--- config.mk ---
export PLATFORM = sky130hd
export DESIGN_NAME = tick_timer_event_scheduler
export DESIGN_NICKNAME = d
export VERILOG_FILES = /design/src/hw/rtl/ttes_pkg.sv /design/src/hw/rtl/ttes_ctrl.sv /design/src/hw/rtl/ttes_dp.sv /design/src/hw/rtl/tick_timer_event_scheduler.sv
export VERILOG_INCLUDE_DIRS = /design/src /design/src/hw/rtl
export SDC_FILE = /design/constraint.sdc
export NUM_CORES = 2
export LEC_CHECK = 0
export ABC_AREA = 0
export BUFFER_PORTS_ARGS = -buffer_cell sky130_fd_sc_hd__buf_2
export CORE_ASPECT_RATIO = 0.75
export CORE_MARGIN = 8
export CORE_UTILIZATION = 35
export CTS_CLUSTER_DIAMETER = 30
export DETAILED_ROUTE_END_ITERATION = 10
export SYNTH_ARGS = -nofsm -noshare
export SYNTH_HDL_FRONTEND = slang
export SYNTH_SLANG_ARGS = --single-unit
--- constraint.sdc ---
create_clock -name clk -period 12.16 [get_ports clk]
set_input_delay 1.824 -clock clk [delete_from_list [all_inputs] [get_ports clk]]
set_output_delay 1.824 -clock clk [all_outputs]
set_load 0.01 [all_outputs]
--- src/hw/rtl/tick_timer_event_scheduler_assert.svh ---
// Assertion macros used by the scheduler datapath.
`ifndef TICK_TIMER_EVENT_SCHEDULER_ASSERT_SVH
`define TICK_TIMER_EVENT_SCHEDULER_ASSERT_SVH
`ifndef NO_ASSERTIONS
// same-cycle implication
`define TTES_ASSERT_NOW(lbl, clk, rstn, ante, cons) \
    lbl: assert property (@(posedge clk) disable iff (!rstn) (ante) |-> (cons)) \
        else $error("scheduler check failed");
// next-cycle implication
`define TTES_ASSERT_NEXT(lbl, clk, rstn, ante, cons) \
    lbl: assert property (@(posedge clk) disable iff (!rstn) (ante) |=> (cons)) \
        else $error("scheduler check failed");
`else
`define TTES_ASSERT_NOW(lbl, clk, rstn, ante, cons)
`define TTES_ASSERT_NEXT(lbl, clk, rstn, ante, cons)
`endif
`endif

--- src/hw/rtl/ttes_pkg.sv ---
package ttes_pkg;

    // operation codes
    localparam logic [2:0] OPC_TICK       = 3'd0;
    localparam logic [2:0] OPC_ARM_ONE    = 3'd1;
    localparam logic [2:0] OPC_ARM_REP    = 3'd2;
    localparam logic [2:0] OPC_CANCEL_ONE = 3'd3;
    localparam logic [2:0] OPC_CANCEL_REP = 3'd4;

    // result kinds
    localparam logic [2:0] KIND_ONE_FIRED = 3'd0;
    localparam logic [2:0] KIND_REP_FIRED = 3'd1;
    localparam logic [2:0] KIND_ARMED     = 3'd2;
    localparam logic [2:0] KIND_FULL      = 3'd3;
    localparam logic [2:0] KIND_CANCELLED = 3'd4;
    localparam logic [2:0] KIND_NOT_FOUND = 3'd5;

    localparam int MAX_RESULTS = 16;
    localparam int CNT_W       = 5;
    localparam int DELAY_W     = 24;
    localparam int TAG_W       = 16;
    localparam int OUT_ID_W    = 16;

    typedef enum logic [3:0] {
        ST_IDLE,
        ST_ARM,
        ST_CSCAN,
        ST_CFIN,
        ST_TDEC,
        ST_TFIRE,
        ST_TFREE,
        ST_TREP,
        ST_FLUSH
    } state_t;

    typedef enum logic [3:0] {
        CMD_NONE,
        CMD_LOAD,
        CMD_ARM,
        CMD_CSCAN,
        CMD_CFIN,
        CMD_TDEC,
        CMD_TFIRE,
        CMD_TFREE,
        CMD_TREP,
        CMD_FLUSH
    } dp_op_t;

    typedef struct packed {
        dp_op_t op;
        logic   walk_first;
    } dp_cmd_t;

    typedef struct packed {
        logic emit_ok;
        logic expire_any;
    } dp_stat_t;

endpackage

--- src/hw/rtl/ttes_ctrl.sv ---
module ttes_ctrl #(
    parameter int SLOTS = 16,
    parameter int IDX_W = 4
) (
    input  logic             clk,
    input  logic             rst_n,
    input  logic             in_valid,
    input  logic [2:0]       in_op,
    output logic             in_ready,
    input  ttes_pkg::dp_stat_t stat,
    output ttes_pkg::dp_cmd_t  cmd,
    output logic [IDX_W-1:0] ptr
);
    import ttes_pkg::*;

    localparam logic [IDX_W-1:0] PTR_LAST = IDX_W'(SLOTS - 1);

    state_t           state_reg, state_next;
    logic [IDX_W-1:0] ptr_reg, ptr_next;
    logic             ptr_end;

    assign ptr_end = (ptr_reg == PTR_LAST);
    assign ptr     = ptr_reg;

    // state and walk counter
    always_ff @(posedge clk or negedge rst_n)
    begin
        if (!rst_n)
        begin
            state_reg <= ST_IDLE;
            ptr_reg   <= '0;
        end
        else
        begin
            state_reg <= state_next;
            ptr_reg   <= ptr_next;
        end
    end

    // next state
    always_comb
    begin
        state_next = state_reg;
        ptr_next   = ptr_reg;
        case (state_reg)
            ST_IDLE:
            begin
                ptr_next = '0;
                if (in_valid)
                begin
                    case (in_op)
                        OPC_TICK:       state_next = ST_TDEC;
                        OPC_ARM_ONE:    state_next = ST_ARM;
                        OPC_ARM_REP:    state_next = ST_ARM;
                        OPC_CANCEL_ONE: state_next = ST_CSCAN;
                        OPC_CANCEL_REP: state_next = ST_CSCAN;
                        default:        state_next = ST_IDLE;
                    endcase
                end
            end
            ST_ARM:
                if (stat.emit_ok)
                    state_next = ST_FLUSH;
            ST_CSCAN:
            begin
                ptr_next = ptr_reg + 1'b1;
                if (ptr_end)
                begin
                    ptr_next   = '0;
                    state_next = ST_CFIN;
                end
            end
            ST_CFIN:
                if (stat.emit_ok)
                    state_next = ST_FLUSH;
            ST_TDEC:
                state_next = ST_TFIRE;
            ST_TFIRE:
            begin
                if (!stat.expire_any)
                    state_next = ST_TREP;
                else if (stat.emit_ok)
                begin
                    ptr_next = ptr_reg + 1'b1;
                    if (ptr_end)
                    begin
                        ptr_next   = '0;
                        state_next = ST_TFREE;
                    end
                end
            end
            ST_TFREE:
            begin
                ptr_next = ptr_reg + 1'b1;
                if (ptr_end)
                begin
                    ptr_next   = '0;
                    state_next = ST_TREP;
                end
            end
            ST_TREP:
            begin
                if (stat.emit_ok)
                begin
                    ptr_next = ptr_reg + 1'b1;
                    if (ptr_end)
                    begin
                        ptr_next   = '0;
                        state_next = ST_FLUSH;
                    end
                end
            end
            ST_FLUSH:
                if (stat.emit_ok)
                    state_next = ST_IDLE;
            default:
                state_next = ST_IDLE;
        endcase
    end

    // commands
    always_comb
    begin
        in_ready       = 1'b0;
        cmd.op         = CMD_NONE;
        cmd.walk_first = (ptr_reg == '0);
        case (state_reg)
            ST_IDLE:
            begin
                in_ready = 1'b1;
                if (in_valid)
                    cmd.op = CMD_LOAD;
            end
            ST_ARM:   if (stat.emit_ok) cmd.op = CMD_ARM;
            ST_CSCAN: cmd.op = CMD_CSCAN;
            ST_CFIN:  if (stat.emit_ok) cmd.op = CMD_CFIN;
            ST_TDEC:  cmd.op = CMD_TDEC;
            ST_TFIRE: if (stat.emit_ok && stat.expire_any) cmd.op = CMD_TFIRE;
            ST_TFREE: cmd.op = CMD_TFREE;
            ST_TREP:  if (stat.emit_ok) cmd.op = CMD_TREP;
            ST_FLUSH: if (stat.emit_ok) cmd.op = CMD_FLUSH;
            default:  cmd.op = CMD_NONE;
        endcase
    end

endmodule

--- src/hw/rtl/ttes_dp.sv ---
`include "tick_timer_event_scheduler_assert.svh"

module ttes_dp #(
    parameter int SLOTS    = 16,
    parameter int ID_WIDTH = 16,
    parameter int IDX_W    = 4
) (
    input  logic                    clk,
    input  logic                    rst_n,
    input  ttes_pkg::dp_cmd_t       cmd,
    input  logic [IDX_W-1:0]        ptr,
    input  logic [2:0]              in_op,
    input  logic [23:0]             in_delay,
    input  logic [15:0]             in_tag,
    input  logic [15:0]             in_cancel,
    input  logic                    out_ready,
    output ttes_pkg::dp_stat_t      stat,
    output logic                    out_valid,
    output logic [2:0]              out_kind,
    output logic [15:0]             out_id,
    output logic [15:0]             out_tag,
    output logic                    out_last
);
    import ttes_pkg::*;

    localparam int CW = (ID_WIDTH > OUT_ID_W) ? ID_WIDTH : OUT_ID_W;
    localparam logic [IDX_W-1:0] RANK_TOP = IDX_W'(SLOTS - 1);

    // slot storage
    logic                busy_reg   [SLOTS];
    logic                expire_reg [SLOTS];
    logic                rep_reg    [SLOTS];
    logic [DELAY_W-1:0]  rem_reg    [SLOTS];
    logic [DELAY_W-1:0]  per_reg    [SLOTS];
    logic [ID_WIDTH-1:0] ident_reg  [SLOTS];
    logic [TAG_W-1:0]    tag_reg    [SLOTS];
    logic [IDX_W-1:0]    rank_reg   [SLOTS];
    logic [ID_WIDTH-1:0] next_ident_reg, next_ident_next;

    // captured item
    logic [2:0]          op_reg;
    logic [DELAY_W-1:0]  delay_reg;
    logic [TAG_W-1:0]    atag_reg;
    logic [15:0]         cid_reg;

    // cancel search
    logic                c_found_reg;
    logic [IDX_W-1:0]    c_slot_reg;
    logic [IDX_W-1:0]    c_rank_reg;

    // result staging
    logic [CNT_W-1:0]    cnt_reg;
    logic                pend_valid_reg;
    logic [2:0]          pend_kind_reg;
    logic [15:0]         pend_id_reg;
    logic [15:0]         pend_tag_reg;
    logic                out_valid_reg;
    logic [2:0]          out_kind_reg;
    logic [15:0]         out_id_reg;
    logic [15:0]         out_tag_reg;
    logic                out_last_reg;

    logic                want_rep;
    logic                any_free;
    logic [IDX_W-1:0]    free_idx;
    logic [IDX_W:0]      busy_cnt;
    logic                scan_match;
    logic                scan_take;
    logic                fire_hit;
    logic [IDX_W-1:0]    fire_slot;
    logic [IDX_W-1:0]    rep_rank;
    logic                rep_hit;
    logic [IDX_W-1:0]    rep_slot;
    logic                rep_due;
    logic                free_en;
    logic [IDX_W-1:0]    free_slot;
    logic [IDX_W-1:0]    free_rank;
    logic                emit_req;
    logic                emit_now;
    logic [2:0]          e_kind;
    logic [15:0]         e_id;
    logic [15:0]         e_tag;
    logic                flush_load;
    logic                expire_any;

    assign want_rep = (op_reg == OPC_ARM_REP) || (op_reg == OPC_CANCEL_REP);
    assign rep_rank = RANK_TOP - ptr;

    // slot searches
    always_comb
    begin
        any_free   = 1'b0;
        free_idx   = '0;
        busy_cnt   = '0;
        fire_hit   = 1'b0;
        fire_slot  = '0;
        rep_hit    = 1'b0;
        rep_slot   = '0;
        expire_any = 1'b0;
        for (int i = SLOTS - 1; i >= 0; i--)
        begin
            if (!busy_reg[i])
            begin
                any_free = 1'b1;
                free_idx = IDX_W'(i);
            end
            busy_cnt = busy_cnt + (IDX_W+1)'(busy_reg[i]);
            if (expire_reg[i])
                expire_any = 1'b1;
            if (expire_reg[i] && rank_reg[i] == ptr)
            begin
                fire_hit  = 1'b1;
                fire_slot = IDX_W'(i);
            end
            if (busy_reg[i] && rep_reg[i] && rank_reg[i] == rep_rank)
            begin
                rep_hit  = 1'b1;
                rep_slot = IDX_W'(i);
            end
        end
    end

    // cancel scan step
    assign scan_match = busy_reg[ptr] && (rep_reg[ptr] == want_rep)
                        && (CW'(ident_reg[ptr]) == CW'(cid_reg));
    assign scan_take  = scan_match
                        && (cmd.walk_first || !c_found_reg || rank_reg[ptr] < c_rank_reg);
    assign rep_due    = (rem_reg[rep_slot] <= DELAY_W'(1));

    // result and free selection
    always_comb
    begin
        emit_req  = 1'b0;
        e_kind    = KIND_NOT_FOUND;
        e_id      = '0;
        e_tag     = '0;
        free_en   = 1'b0;
        free_slot = '0;
        case (cmd.op)
            CMD_ARM:
            begin
                emit_req = 1'b1;
                if (any_free)
                begin
                    e_kind = KIND_ARMED;
                    e_id   = 16'(CW'(next_ident_reg));
                end
                else
                    e_kind = KIND_FULL;
            end
            CMD_CFIN:
            begin
                emit_req = 1'b1;
                if (c_found_reg)
                begin
                    e_kind    = KIND_CANCELLED;
                    e_id      = 16'(CW'(ident_reg[c_slot_reg]));
                    free_en   = 1'b1;
                    free_slot = c_slot_reg;
                end
            end
            CMD_TFIRE:
            begin
                emit_req = fire_hit;
                e_kind   = KIND_ONE_FIRED;
                e_id     = 16'(CW'(ident_reg[fire_slot]));
                e_tag    = tag_reg[fire_slot];
            end
            CMD_TFREE:
            begin
                free_en   = expire_reg[ptr];
                free_slot = ptr;
            end
            CMD_TREP:
            begin
                emit_req = rep_hit && rep_due;
                e_kind   = KIND_REP_FIRED;
                e_id     = 16'(CW'(ident_reg[rep_slot]));
                e_tag    = tag_reg[rep_slot];
            end
            default:
                emit_req = 1'b0;
        endcase
    end

    assign free_rank  = rank_reg[free_slot];
    assign emit_now   = emit_req && (cnt_reg < CNT_W'(MAX_RESULTS));
    assign flush_load = (cmd.op == CMD_FLUSH) && pend_valid_reg;

    always_comb
    begin
        next_ident_next = next_ident_reg + 1'b1;
        if (next_ident_next == '0)
            next_ident_next = ID_WIDTH'(1);
    end

    // control state
    always_ff @(posedge clk or negedge rst_n)
    begin
        if (!rst_n)
        begin
            for (int i = 0; i < SLOTS; i++)
            begin
                busy_reg[i]   <= 1'b0;
                expire_reg[i] <= 1'b0;
            end
            next_ident_reg <= ID_WIDTH'(1);
            c_found_reg    <= 1'b0;
            cnt_reg        <= '0;
            pend_valid_reg <= 1'b0;
            out_valid_reg  <= 1'b0;
        end
        else
        begin
            if (cmd.op == CMD_ARM && any_free)
            begin
                busy_reg[free_idx] <= 1'b1;
                next_ident_reg     <= next_ident_next;
            end
            if (free_en)
                busy_reg[free_slot] <= 1'b0;
            if (cmd.op == CMD_TDEC)
                for (int i = 0; i < SLOTS; i++)
                    expire_reg[i] <= busy_reg[i] && !rep_reg[i]
                                     && (rem_reg[i] <= DELAY_W'(1));
            if (cmd.op == CMD_TFREE)
                expire_reg[ptr] <= 1'b0;
            if (cmd.op == CMD_CSCAN)
                c_found_reg <= scan_take || (!cmd.walk_first && c_found_reg);
            if (cmd.op == CMD_LOAD)
                cnt_reg <= '0;
            else if (emit_now)
                cnt_reg <= cnt_reg + 1'b1;
            // pending result moves to the output register
            if ((emit_now && pend_valid_reg) || flush_load)
                out_valid_reg <= 1'b1;
            else if (out_valid_reg && out_ready)
                out_valid_reg <= 1'b0;
            if (emit_now)
                pend_valid_reg <= 1'b1;
            else if (cmd.op == CMD_FLUSH)
                pend_valid_reg <= 1'b0;
        end
    end

    // payload
    always_ff @(posedge clk)
    begin
        if (cmd.op == CMD_LOAD)
        begin
            op_reg    <= in_op;
            delay_reg <= in_delay;
            atag_reg  <= in_tag;
            cid_reg   <= in_cancel;
        end
        if (cmd.op == CMD_ARM && any_free)
        begin
            rep_reg[free_idx]   <= want_rep;
            per_reg[free_idx]   <= delay_reg;
            rem_reg[free_idx]   <= (!want_rep && delay_reg == '0) ? DELAY_W'(1) : delay_reg;
            tag_reg[free_idx]   <= atag_reg;
            ident_reg[free_idx] <= next_ident_reg;
            rank_reg[free_idx]  <= busy_cnt[IDX_W-1:0];
        end
        if (cmd.op == CMD_TDEC)
            for (int i = 0; i < SLOTS; i++)
                if (busy_reg[i] && !rep_reg[i])
                    rem_reg[i] <= (rem_reg[i] <= DELAY_W'(1)) ? '0 : rem_reg[i] - 1'b1;
        if (cmd.op == CMD_TREP && rep_hit)
            rem_reg[rep_slot] <= rep_due ? per_reg[rep_slot] : rem_reg[rep_slot] - 1'b1;
        if (free_en)
            for (int i = 0; i < SLOTS; i++)
                if (busy_reg[i] && rank_reg[i] > free_rank)
                    rank_reg[i] <= rank_reg[i] - 1'b1;
        if (cmd.op == CMD_CSCAN && scan_take)
        begin
            c_slot_reg <= ptr;
            c_rank_reg <= rank_reg[ptr];
        end
        if (emit_now)
        begin
            pend_kind_reg <= e_kind;
            pend_id_reg   <= e_id;
            pend_tag_reg  <= e_tag;
        end
        if ((emit_now && pend_valid_reg) || flush_load)
        begin
            out_kind_reg <= pend_kind_reg;
            out_id_reg   <= pend_id_reg;
            out_tag_reg  <= pend_tag_reg;
            out_last_reg <= flush_load;
        end
    end

    assign stat.emit_ok    = !pend_valid_reg || !out_valid_reg || out_ready;
    assign stat.expire_any = expire_any;
    assign out_valid = out_valid_reg;
    assign out_kind  = out_kind_reg;
    assign out_id    = out_id_reg;
    assign out_tag   = out_tag_reg;
    assign out_last  = out_last_reg;

    // a result never overwrites a beat still waiting on the output
    `TTES_ASSERT_NOW(a_emit_room, clk, rst_n, emit_now && pend_valid_reg,
        !out_valid_reg || out_ready)
    // ids are never zero
    `TTES_ASSERT_NOW(a_ident_nz, clk, rst_n, 1'b1, next_ident_reg != '0)
    // flush empties the staging register
    `TTES_ASSERT_NEXT(a_flush_clear, clk, rst_n, cmd.op == CMD_FLUSH, !pend_valid_reg)

endmodule

--- src/hw/rtl/tick_timer_event_scheduler.sv ---
// Tick-driven timer scheduler with a shared pool of SLOTS timer slots.
// Input beats (s_*) carry an operation: tick, arm one-shot, arm repeat,
// cancel one-shot or cancel repeat. Each beat yields zero or more result
// beats on m_*, the final one of each item marked by m_tlast. A tick that
// fires nothing and an unknown operation give no beats.
// One item is handled at a time by a sequencer walking the slots:
//   an arm stores into a free slot, a cancel walks all slots, and a tick
//   walks fire order, freeing and repeat order (only repeat order when no
//   one-shot expires), one slot per cycle unless a held output stalls it.
// s_tready is high whenever no item is in progress; the last result may
// still sit in the output register then, so the next item overlaps it.
// When m_tready is low the sequencer holds at its next result until the
// output register drains; no result is lost.
// Reset frees every slot and sets the next id to 1; no clearing pass.
module tick_timer_event_scheduler #(
    parameter int SLOTS    = 16,
    parameter int ID_WIDTH = 16
) (
    input  logic        clk,
    input  logic        rst_n,
    input  logic        s_tvalid,
    output logic        s_tready,
    input  logic [63:0] s_tdata,  // operation[2:0], delay_ticks[26:3], action_tag[42:27],
                                  // cancel_id[58:43], zero fill
    output logic        m_tvalid,
    input  logic        m_tready,
    output logic [39:0] m_tdata,  // kind[2:0], timer_id[18:3], fired_tag[34:19], zero fill
    output logic        m_tlast
);
    import ttes_pkg::*;

    localparam int IDX_W = $clog2(SLOTS);

    dp_cmd_t          cmd;
    dp_stat_t         stat;
    logic [IDX_W-1:0] ptr;
    logic [2:0]       out_kind;
    logic [15:0]      out_id;
    logic [15:0]      out_tag;

    ttes_ctrl #(
        .SLOTS (SLOTS),
        .IDX_W (IDX_W)
    ) u_ctrl (
        .clk      (clk),
        .rst_n    (rst_n),
        .in_valid (s_tvalid),
        .in_op    (s_tdata[2:0]),
        .in_ready (s_tready),
        .stat     (stat),
        .cmd      (cmd),
        .ptr      (ptr)
    );

    ttes_dp #(
        .SLOTS    (SLOTS),
        .ID_WIDTH (ID_WIDTH),
        .IDX_W    (IDX_W)
    ) u_dp (
        .clk       (clk),
        .rst_n     (rst_n),
        .cmd       (cmd),
        .ptr       (ptr),
        .in_op     (s_tdata[2:0]),
        .in_delay  (s_tdata[26:3]),
        .in_tag    (s_tdata[42:27]),
        .in_cancel (s_tdata[58:43]),
        .out_ready (m_tready),
        .stat      (stat),
        .out_valid (m_tvalid),
        .out_kind  (out_kind),
        .out_id    (out_id),
        .out_tag   (out_tag),
        .out_last  (m_tlast)
    );

    assign m_tdata = {5'b0, out_tag, out_id, out_kind};

endmodule

# Yosys cells after proc, flatten, opt, wreduce, memory -nomap -nowiden
# Memories as Yosys holds them, arrays and structs flattened. A register that Yosys moved wholly into a read port is not among the register bits.
# Cells that the tools add are included.
[op_classes]
n_bitwise = 8
n_lt_le_gt_ge = 41
n_mux = 299
eq_ne = 68
addsub = 52
reduce_logical = 160
[ops]
columns = ["cell", "n"]
rows = [
  ["24-bit two-way mux", 20],
  ["24-bit by 1-bit <= comparator with 1-bit output, second input constant", 17],
  ["24-bit by 1-bit subtractor with 24-bit output, second input constant", 17],
  ["4-bit two-way mux", 69],
  ["1-bit two-way mux", 183],
  ["4-bit equality test", 32],
  ["1-bit logical AND", 113],
  ["16-bit two-way mux", 7],
  ["4-bit greater-than comparator", 16],
  ["16-bit one-hot mux with 4 select lines", 1],
  ["4-bit by 1-bit subtractor with 4-bit output, second input constant", 16],
  ["4-bit by 1-bit adder with 4-bit output", 14],
  ["24-bit OR reduction", 2],
  ["4-bit one-hot mux with 9 select lines", 1],
  ["16-bit bitwise AND", 2],
  ["4-bit by 3-bit equality test with 1-bit output, second input constant", 8],
  ["16-bit inverter", 2],
  ["16-bit one-hot mux with 2 select lines", 1],
  ["4-bit one-hot mux with 8 select lines", 1],
  ["24-bit logical NOT", 1],
  ["1-bit logical NOT", 21],
  ["16-bit by 1-bit adder with 16-bit output, second input constant", 1],
  ["16-bit equality test", 1],
  ["4-bit by 2-bit equality test with 1-bit output, second input constant", 4],
  ["40 further kinds", 78],
]
[totals]
inputBits = 68
wordCells = 686
n_memories = 6
out_inout_bits = 43
mem_bits_rw = 1360
regBits = 202
[memory_table]
columns = ["name", "depth", "width", "read_ports", "rd_clocked_by_memory_dff", "wr", "line", "rtl"]
rows = [
  ["u_dp.per_reg", 16, 24, 1, 0, 1, "ttes_dp.sv:34", "logic [DELAY_W-1:0] per_reg [SLOTS];"],
  ["u_dp.rem_reg", 16, 24, 17, 0, 16, "ttes_dp.sv:33", "logic [DELAY_W-1:0] rem_reg [SLOTS];"],
  ["u_dp.ident_reg", 16, 16, 4, 1, 1, "ttes_dp.sv:35", "logic [ID_WIDTH-1:0] ident_reg [SLOTS];"],
  ["u_dp.tag_reg", 16, 16, 2, 0, 1, "ttes_dp.sv:36", "logic [TAG_W-1:0] tag_reg [SLOTS];"],
  ["u_dp.rank_reg", 16, 4, 18, 0, 16, "ttes_dp.sv:37", "logic [IDX_W-1:0] rank_reg [SLOTS];"],
  ["u_dp.rep_reg", 16, 1, 17, 0, 1, "ttes_dp.sv:32", "logic rep_reg [SLOTS];"],
]

# Logic depth before layout (Yosys ltp)
[logic_depth]
word_depth = 29
depth_mapped = 29
mapped_depth_nobuf = 19

# Hierarchy
# Synthesis repeated with hierarchy kept, for this count alone.
[unflattened]
hier_cells = 8140
area_unflattened_um2 = 88155.8
[modules_own_cells]
columns = ["module", "instances", "area_each_um2", "seq_area_each_um2", "cells_each"]
rows = [
  ["ttes_dp", 1, 87425.1, 46465.8, 8045],
  ["ttes_ctrl", 1, 689.4, 200.2, 89],
  ["tick_timer_event_scheduler", 1, 41.3, 0.0, 6],
]

# Worst setup path before layout
# No wires, ideal clock.
[synth_path]
path_type = "register to register"
start = "register u_ctrl.ptr_reg[1], in the netlist u_ctrl.ptr[1]"
end = "register u_dp.out_id_reg[0], in the netlist u_dp.out_id[0], enable pin"
slack_ps = 5398
synth_period_minus_slack_ps = 6762
t_required_ps = 11721
path_buffers = 6
setup_time_ps = 439
stages_incl_launch_ff = 24
t_arrival_ps = 6324
cell_sequence = "dfrtp_1 -> buf_4 -> buf_8 -> buf_8 -> xor2_1 -> nand3_1 -> nor3_1 -> a21oi_1 -> a21oi_1 -> o21a_1 -> buf_2 -> clkbuf_1 -> buf_2 -> mux2i_1 -> o22ai_1 -> nor4_1 -> ha_1 -> nor2_1 -> inv_1 -> o2111a_1 -> nand4_2 -> nor4_2 -> o21bai_1 -> o21bai_1"
[synth_between]
elab_chain_len = 26
word_cells_on_any_way = 120
cone_classes = "1 x add/sub; 1 x order compare; 32 x eq/ne; 49 x mux; 36 x reduce/logical; 1 x memory"
[synth_rtl]
columns = ["item", "line", "rtl"]
rows = [
  ["start: declaration", "ttes_ctrl.sv:19", "logic [IDX_W-1:0] ptr_reg, ptr_next;"],
  ["start signal: assignment", "ttes_ctrl.sv:36", "ptr_reg <= ptr_next;"],
  ["4-bit subtractor", "ttes_dp.sv:87", "assign rep_rank = RANK_TOP - ptr;"],
  ["4-bit equality test", "ttes_dp.sv:115", "if (busy_reg[i] && rep_reg[i] && rank_reg[i] == rep_rank)"],
  ["1-bit logical AND", "ttes_dp.sv:115", ""],
  ["4-bit two-way mux (16 in a row)", "ttes_dp.sv:115", ""],
  ["memory read 16 x 24 bit", "n/a", ""],
  ["24-bit by 1-bit <= comparator with 1-bit output", "ttes_dp.sv:128", "assign rep_due = (rem_reg[rep_slot] <= DELAY_W'(1));"],
  ["1-bit logical AND", "ttes_dp.sv:176", "emit_req = rep_hit && rep_due;"],
  ["1-bit one-hot mux with 3 select lines *", "ttes_dp.sv:139", "case (cmd.op)"],
  ["1-bit logical AND *", "ttes_dp.sv:187", "assign emit_now = emit_req && (cnt_reg < CNT_W'(MAX_RESULTS));"],
  ["1-bit logical AND *", "ttes_dp.sv:286", "if ((emit_now && pend_valid_reg) || flush_load)"],
  ["1-bit logical OR *", "ttes_dp.sv:286", ""],
  ["end signal: assignment", "ttes_dp.sv:289", "out_id_reg <= pend_id_reg;"],
  ["end: declaration", "ttes_dp.sv:59", "logic [15:0] out_id_reg;"],
]
# Mark *: on every way between the ends. The rest lies on a longest branch, timed or not.
# A chain may end at the register's enable or synchronous reset.

# Worst setup path after layout
[layout_path]
start = "register u_ctrl.ptr_reg[1], in the netlist u_ctrl.ptr[1]"
end = "register u_dp.out_id_reg[5], in the netlist u_dp.out_id[5], enable pin"
# The elaborated chain is that of the path after synthesis.

==> impl_metrics.json <==
{
  "grt_pass1_wl_mm": 491,
  "reg2regPathDepth": 17,
  "antenna_left": 0,
  "wl_met3_mm": 48.4,
  "worst-path-buf-inv": 3,
  "placed_cells": 11000,
  "routabilityCongestion": 1.05,
  "multi_input_area_mm2": 0.0393,
  "die_height_um": 451,
  "pre_cts_ws_ns": 2.58,
  "ff2ff_setup_slack_ns": 1.88,
  "drcViolationCount": 0,
  "drv_cap": 0,
  "htreeDepth": 5,
  "cp.arrival_ns": 10.76,
  "async_flop_share": 0.0409,
  "grt_pass1_vias": 68400,
  "ys_seq_area_frac": 0.529,
  "cpMostUsedCell": "buf_4",
  "first_pass_iters": 6,
  "met2_length_mm": 139,
  "synth_warnings": 0,
  "slowest_delay_ns": 1.20,
  "setup_tns_ns": 0,
  "hold_viol": 0,
  "r2r-end": "u_dp.out_id[5]$_DFFE_PP_",
  "synth_edf_count": 1498,
  "rsz0062_at_grt": "no",
  "power.leakage_nw": 35.8,
  "syn_avg_cell_area_um2": 11.1,
  "fmax_mhz": 97.3,
  "fin_nets": 8228,
  "postSynthCellCount": 7954,
  "worstPathCellList": "buf_4, xor2_1, nand3_1, nor3_1, nor2_1, o31ai_4, buf_4, nand2_8, a211oi_1, a2111oi_1, o21a_1, nor3_2, nand3b_1, nor4_2, o21bai_1, o21bai_4, buf_4",
  "dp_hpwl_mm": 216,
  "die_area_mm2": 0.269,
  "wl_met1_mm": 141,
  "min_path_cells": 0,
  "crit_path_end_kind": "flip-flop",
  "drt-total-wl_mm": 345,
  "track_usage": 0.244,
  "min_period_ns": 10.28,
  "power_density_mw_per_mm2": 191,
  "portBuffers": 100,
  "final_common_cell": "edfxtp_1",
  "antenna_found_initial": 26,
  "dr_total_vias": 73400,
  "post_dp_cell_area_mm2": 0.0927,
  "num_io_pins": 111,
  "final_core_util": 0.411,
  "ys.flop_type": "edfxtp_1",
  "clkTransAtPathRegs_ns": 0.05,
  "clkSinkCount": 1566,
  "criticalPathCategory": "reg2reg",
  "tightest_slew_ns": 1.49,
  "core_area_mm2": 0.250,
  "final_cells": 11600,
  "syn-cell-area_mm2": 0.0882,
  "cts_buffers": 306,
  "crit_end": "u_dp.out_id[5]$_DFFE_PP_",
  "drv_slew": 0,
  "drive_gt1_frac": 0.143,
  "stdcell_area_mm2": 0.103,
  "num_rows": 159,
  "initial_utilization": 0.352,
  "synth.distinct_cells": 101,
  "ctsHoldBuffers": 0,
  "startpoint_type": "flip-flop",
  "post-cts-setup-buffer-count": 0,
  "clkLatencyLatePin_ns": 0.86,
  "cp_num_cells": 17,
  "top_layer": "met5",
  "cpMaxStageDelayCell": "a211oi_1",
  "cts_root_buf": "clkbuf_16",
  "worstPathMaxFanout": 83,
  "path_delay_family": "compound AO/OA/AOI/OAI gates",
  "tritoncts": "yes",
  "min_period_over_period": 0.845,
  "grt_overflow": 0,
  "clockBufferDepth": 4,
  "drtIter0Drc": 11600,
  "vdd.ir_drop.worst_v": 0.000189,
  "reg2reg_from": "u_ctrl.ptr[1]$_DFFE_PN0P_",
  "hold_path.class": "reg2reg",
  "setup_ws_ns": 1.88,
  "crit_start": "u_ctrl.ptr[1]$_DFFE_PN0P_",
  "ys_ff_latch": 1566,
  "areaGrowthSynthToFinish_pct": 16.7,
  "max_slew_margin": 0.00535,
  "status": "complete, no violations",
  "crit_required_ns": 12.64,
  "final_cell_mix": "edfxtp_1, nand2_1, nand3_1",
  "setup_violations": 0,
  "fillers": 23300,
  "die-width_um": 596,
  "regArea_mm2": 0.0467,
  "finalClockSkew_ns": 0.0671,
  "cts-resized-gates": 0,
  "grt_max_degree": 184,
  "avgRoutedWirePerCell_um": 29.8,
  "post_drt_via_cell_ratio": 6.34
}
## cells in the mapped netlist (17+ instances only)
cell type | instances | area share
xor2_1 | 256 | 0.025
nor2b_1 | 114 | 0.0081
a221o_1 | 119 | 0.013
nand3_1 | 410 | 0.023
nor3_1 | 211 | 0.012
dfrtp_1 | 63 | 0.018
mux2i_1 | 169 | 0.019
o22ai_1 | 38 | 0.0027
nor4_1 | 125 | 0.0089
mux4_2 | 221 | 0.056
o32ai_1 | 23 | 0.0023
nand2_1 | 1456 | 0.062
a22oi_1 | 151 | 0.013
buf_1 | 98 | 0.0042
o21ai_0 | 185 | 0.010
and3_1 | 196 | 0.014
o211ai_1 | 30 | 0.0026
inv_1 | 129 | 0.0055
buf_2 | 56 | 0.0032
or2_2 | 27 | 0.0019
nand2b_1 | 33 | 0.0023
a21o_1 | 27 | 0.0023
xnor2_1 | 216 | 0.021
o221ai_1 | 30 | 0.0030
o21ai_1 | 20 | 0.0011
o2111a_1 | 18 | 0.0023
or3_1 | 56 | 0.0040
or4_1 | 41 | 0.0035
a21oi_1 | 167 | 0.0095
o21a_1 | 41 | 0.0035
a31oi_1 | 109 | 0.0077
clkbuf_1 | 370 | 0.016
a211oi_1 | 318 | 0.027
ha_1 | 129 | 0.018
a311oi_1 | 102 | 0.010
edfxtp_1 | 1498 | 0.51
nand4_1 | 56 | 0.0040
and2_1 | 17 | 0.0012
a211o_1 | 17 | 0.0017
nor2_1 | 354 | 0.015
## layer usage
layer,GRT usage,vias to the layer above
met5,0.00517,-
met2,0.339,5468
met3,0.0812,1000
met4,0.0958,8
met1,0.348,36300
li1,-,30700
## kinds of logic (layout without fill, tap and decap cells)
kind of cell             Yosys count  after routing  share of synthesized area
XOR/XNOR                         472            472                     0.0469
AND/OR/NAND/NOR                 3158           3158                      0.166
AO/OA/AOI/OAI                   1530           1530                      0.128
adder cells (fa/ha/maj)          139            139                     0.0206
flip-flops                      1566           1566                      0.529
multiplexers                     404            404                     0.0774
other                              1             10                  0.0000425
buffers and inverters            684            990                     0.0321
## worst min path at each step
stage                                         startpoint  slack, ns                         to
after floorplan            u_dp.pend_id_reg[0]$_DFFE_PP_       0.40   u_dp.out_id[0]$_DFFE_PP_
after global placement     u_dp.pend_id_reg[4]$_DFFE_PP_       0.40   u_dp.out_id[4]$_DFFE_PP_
after detailed placement   u_dp.pend_id_reg[7]$_DFFE_PP_       0.40   u_dp.out_id[7]$_DFFE_PP_
after CTS                 u_dp.pend_id_reg[13]$_DFFE_PP_       0.41  u_dp.out_id[13]$_DFFE_PP_
after global routing      u_dp.pend_id_reg[12]$_DFFE_PP_       0.42  u_dp.out_id[12]$_DFFE_PP_
final                     u_dp.pend_id_reg[13]$_DFFE_PP_       0.41  u_dp.out_id[13]$_DFFE_PP_
## area by class of cell
| class | count | area share |
|---|---|---|
| multi-input cells | 5708 | 0.382 |
| flip-flops and latches | 1566 | 0.453 |
| repair buffers | 310 | 0.0208 |
| clock inverters | 194 | 0.0210 |
| inverters | 129 | 0.00473 |
| clock buffers | 357 | 0.0782 |
| diodes | 5 | 0.000122 |
| well taps | 3300 | 0.0401 |
## power by group
group	internal [W]	switching (W)
clock network	0.00552	0.00294
logic	0.00130	0.00279
registers	0.00666	0.000456
total	0.0135	0.00618
## per-stage QoR
step | hold WS, ns | power [W]
3_5_place_dp | 0.405 | 0.0112
6_report | 0.411 | 0.0197
4_1_cts | 0.410 | 0.0196
2_1_floorplan | 0.400 | 0.00950
3_3_place_gp | 0.401 | 0.0110
5_1_grt | 0.417 | 0.0202
Note: power is estimated with default switching activity, not from simulation.
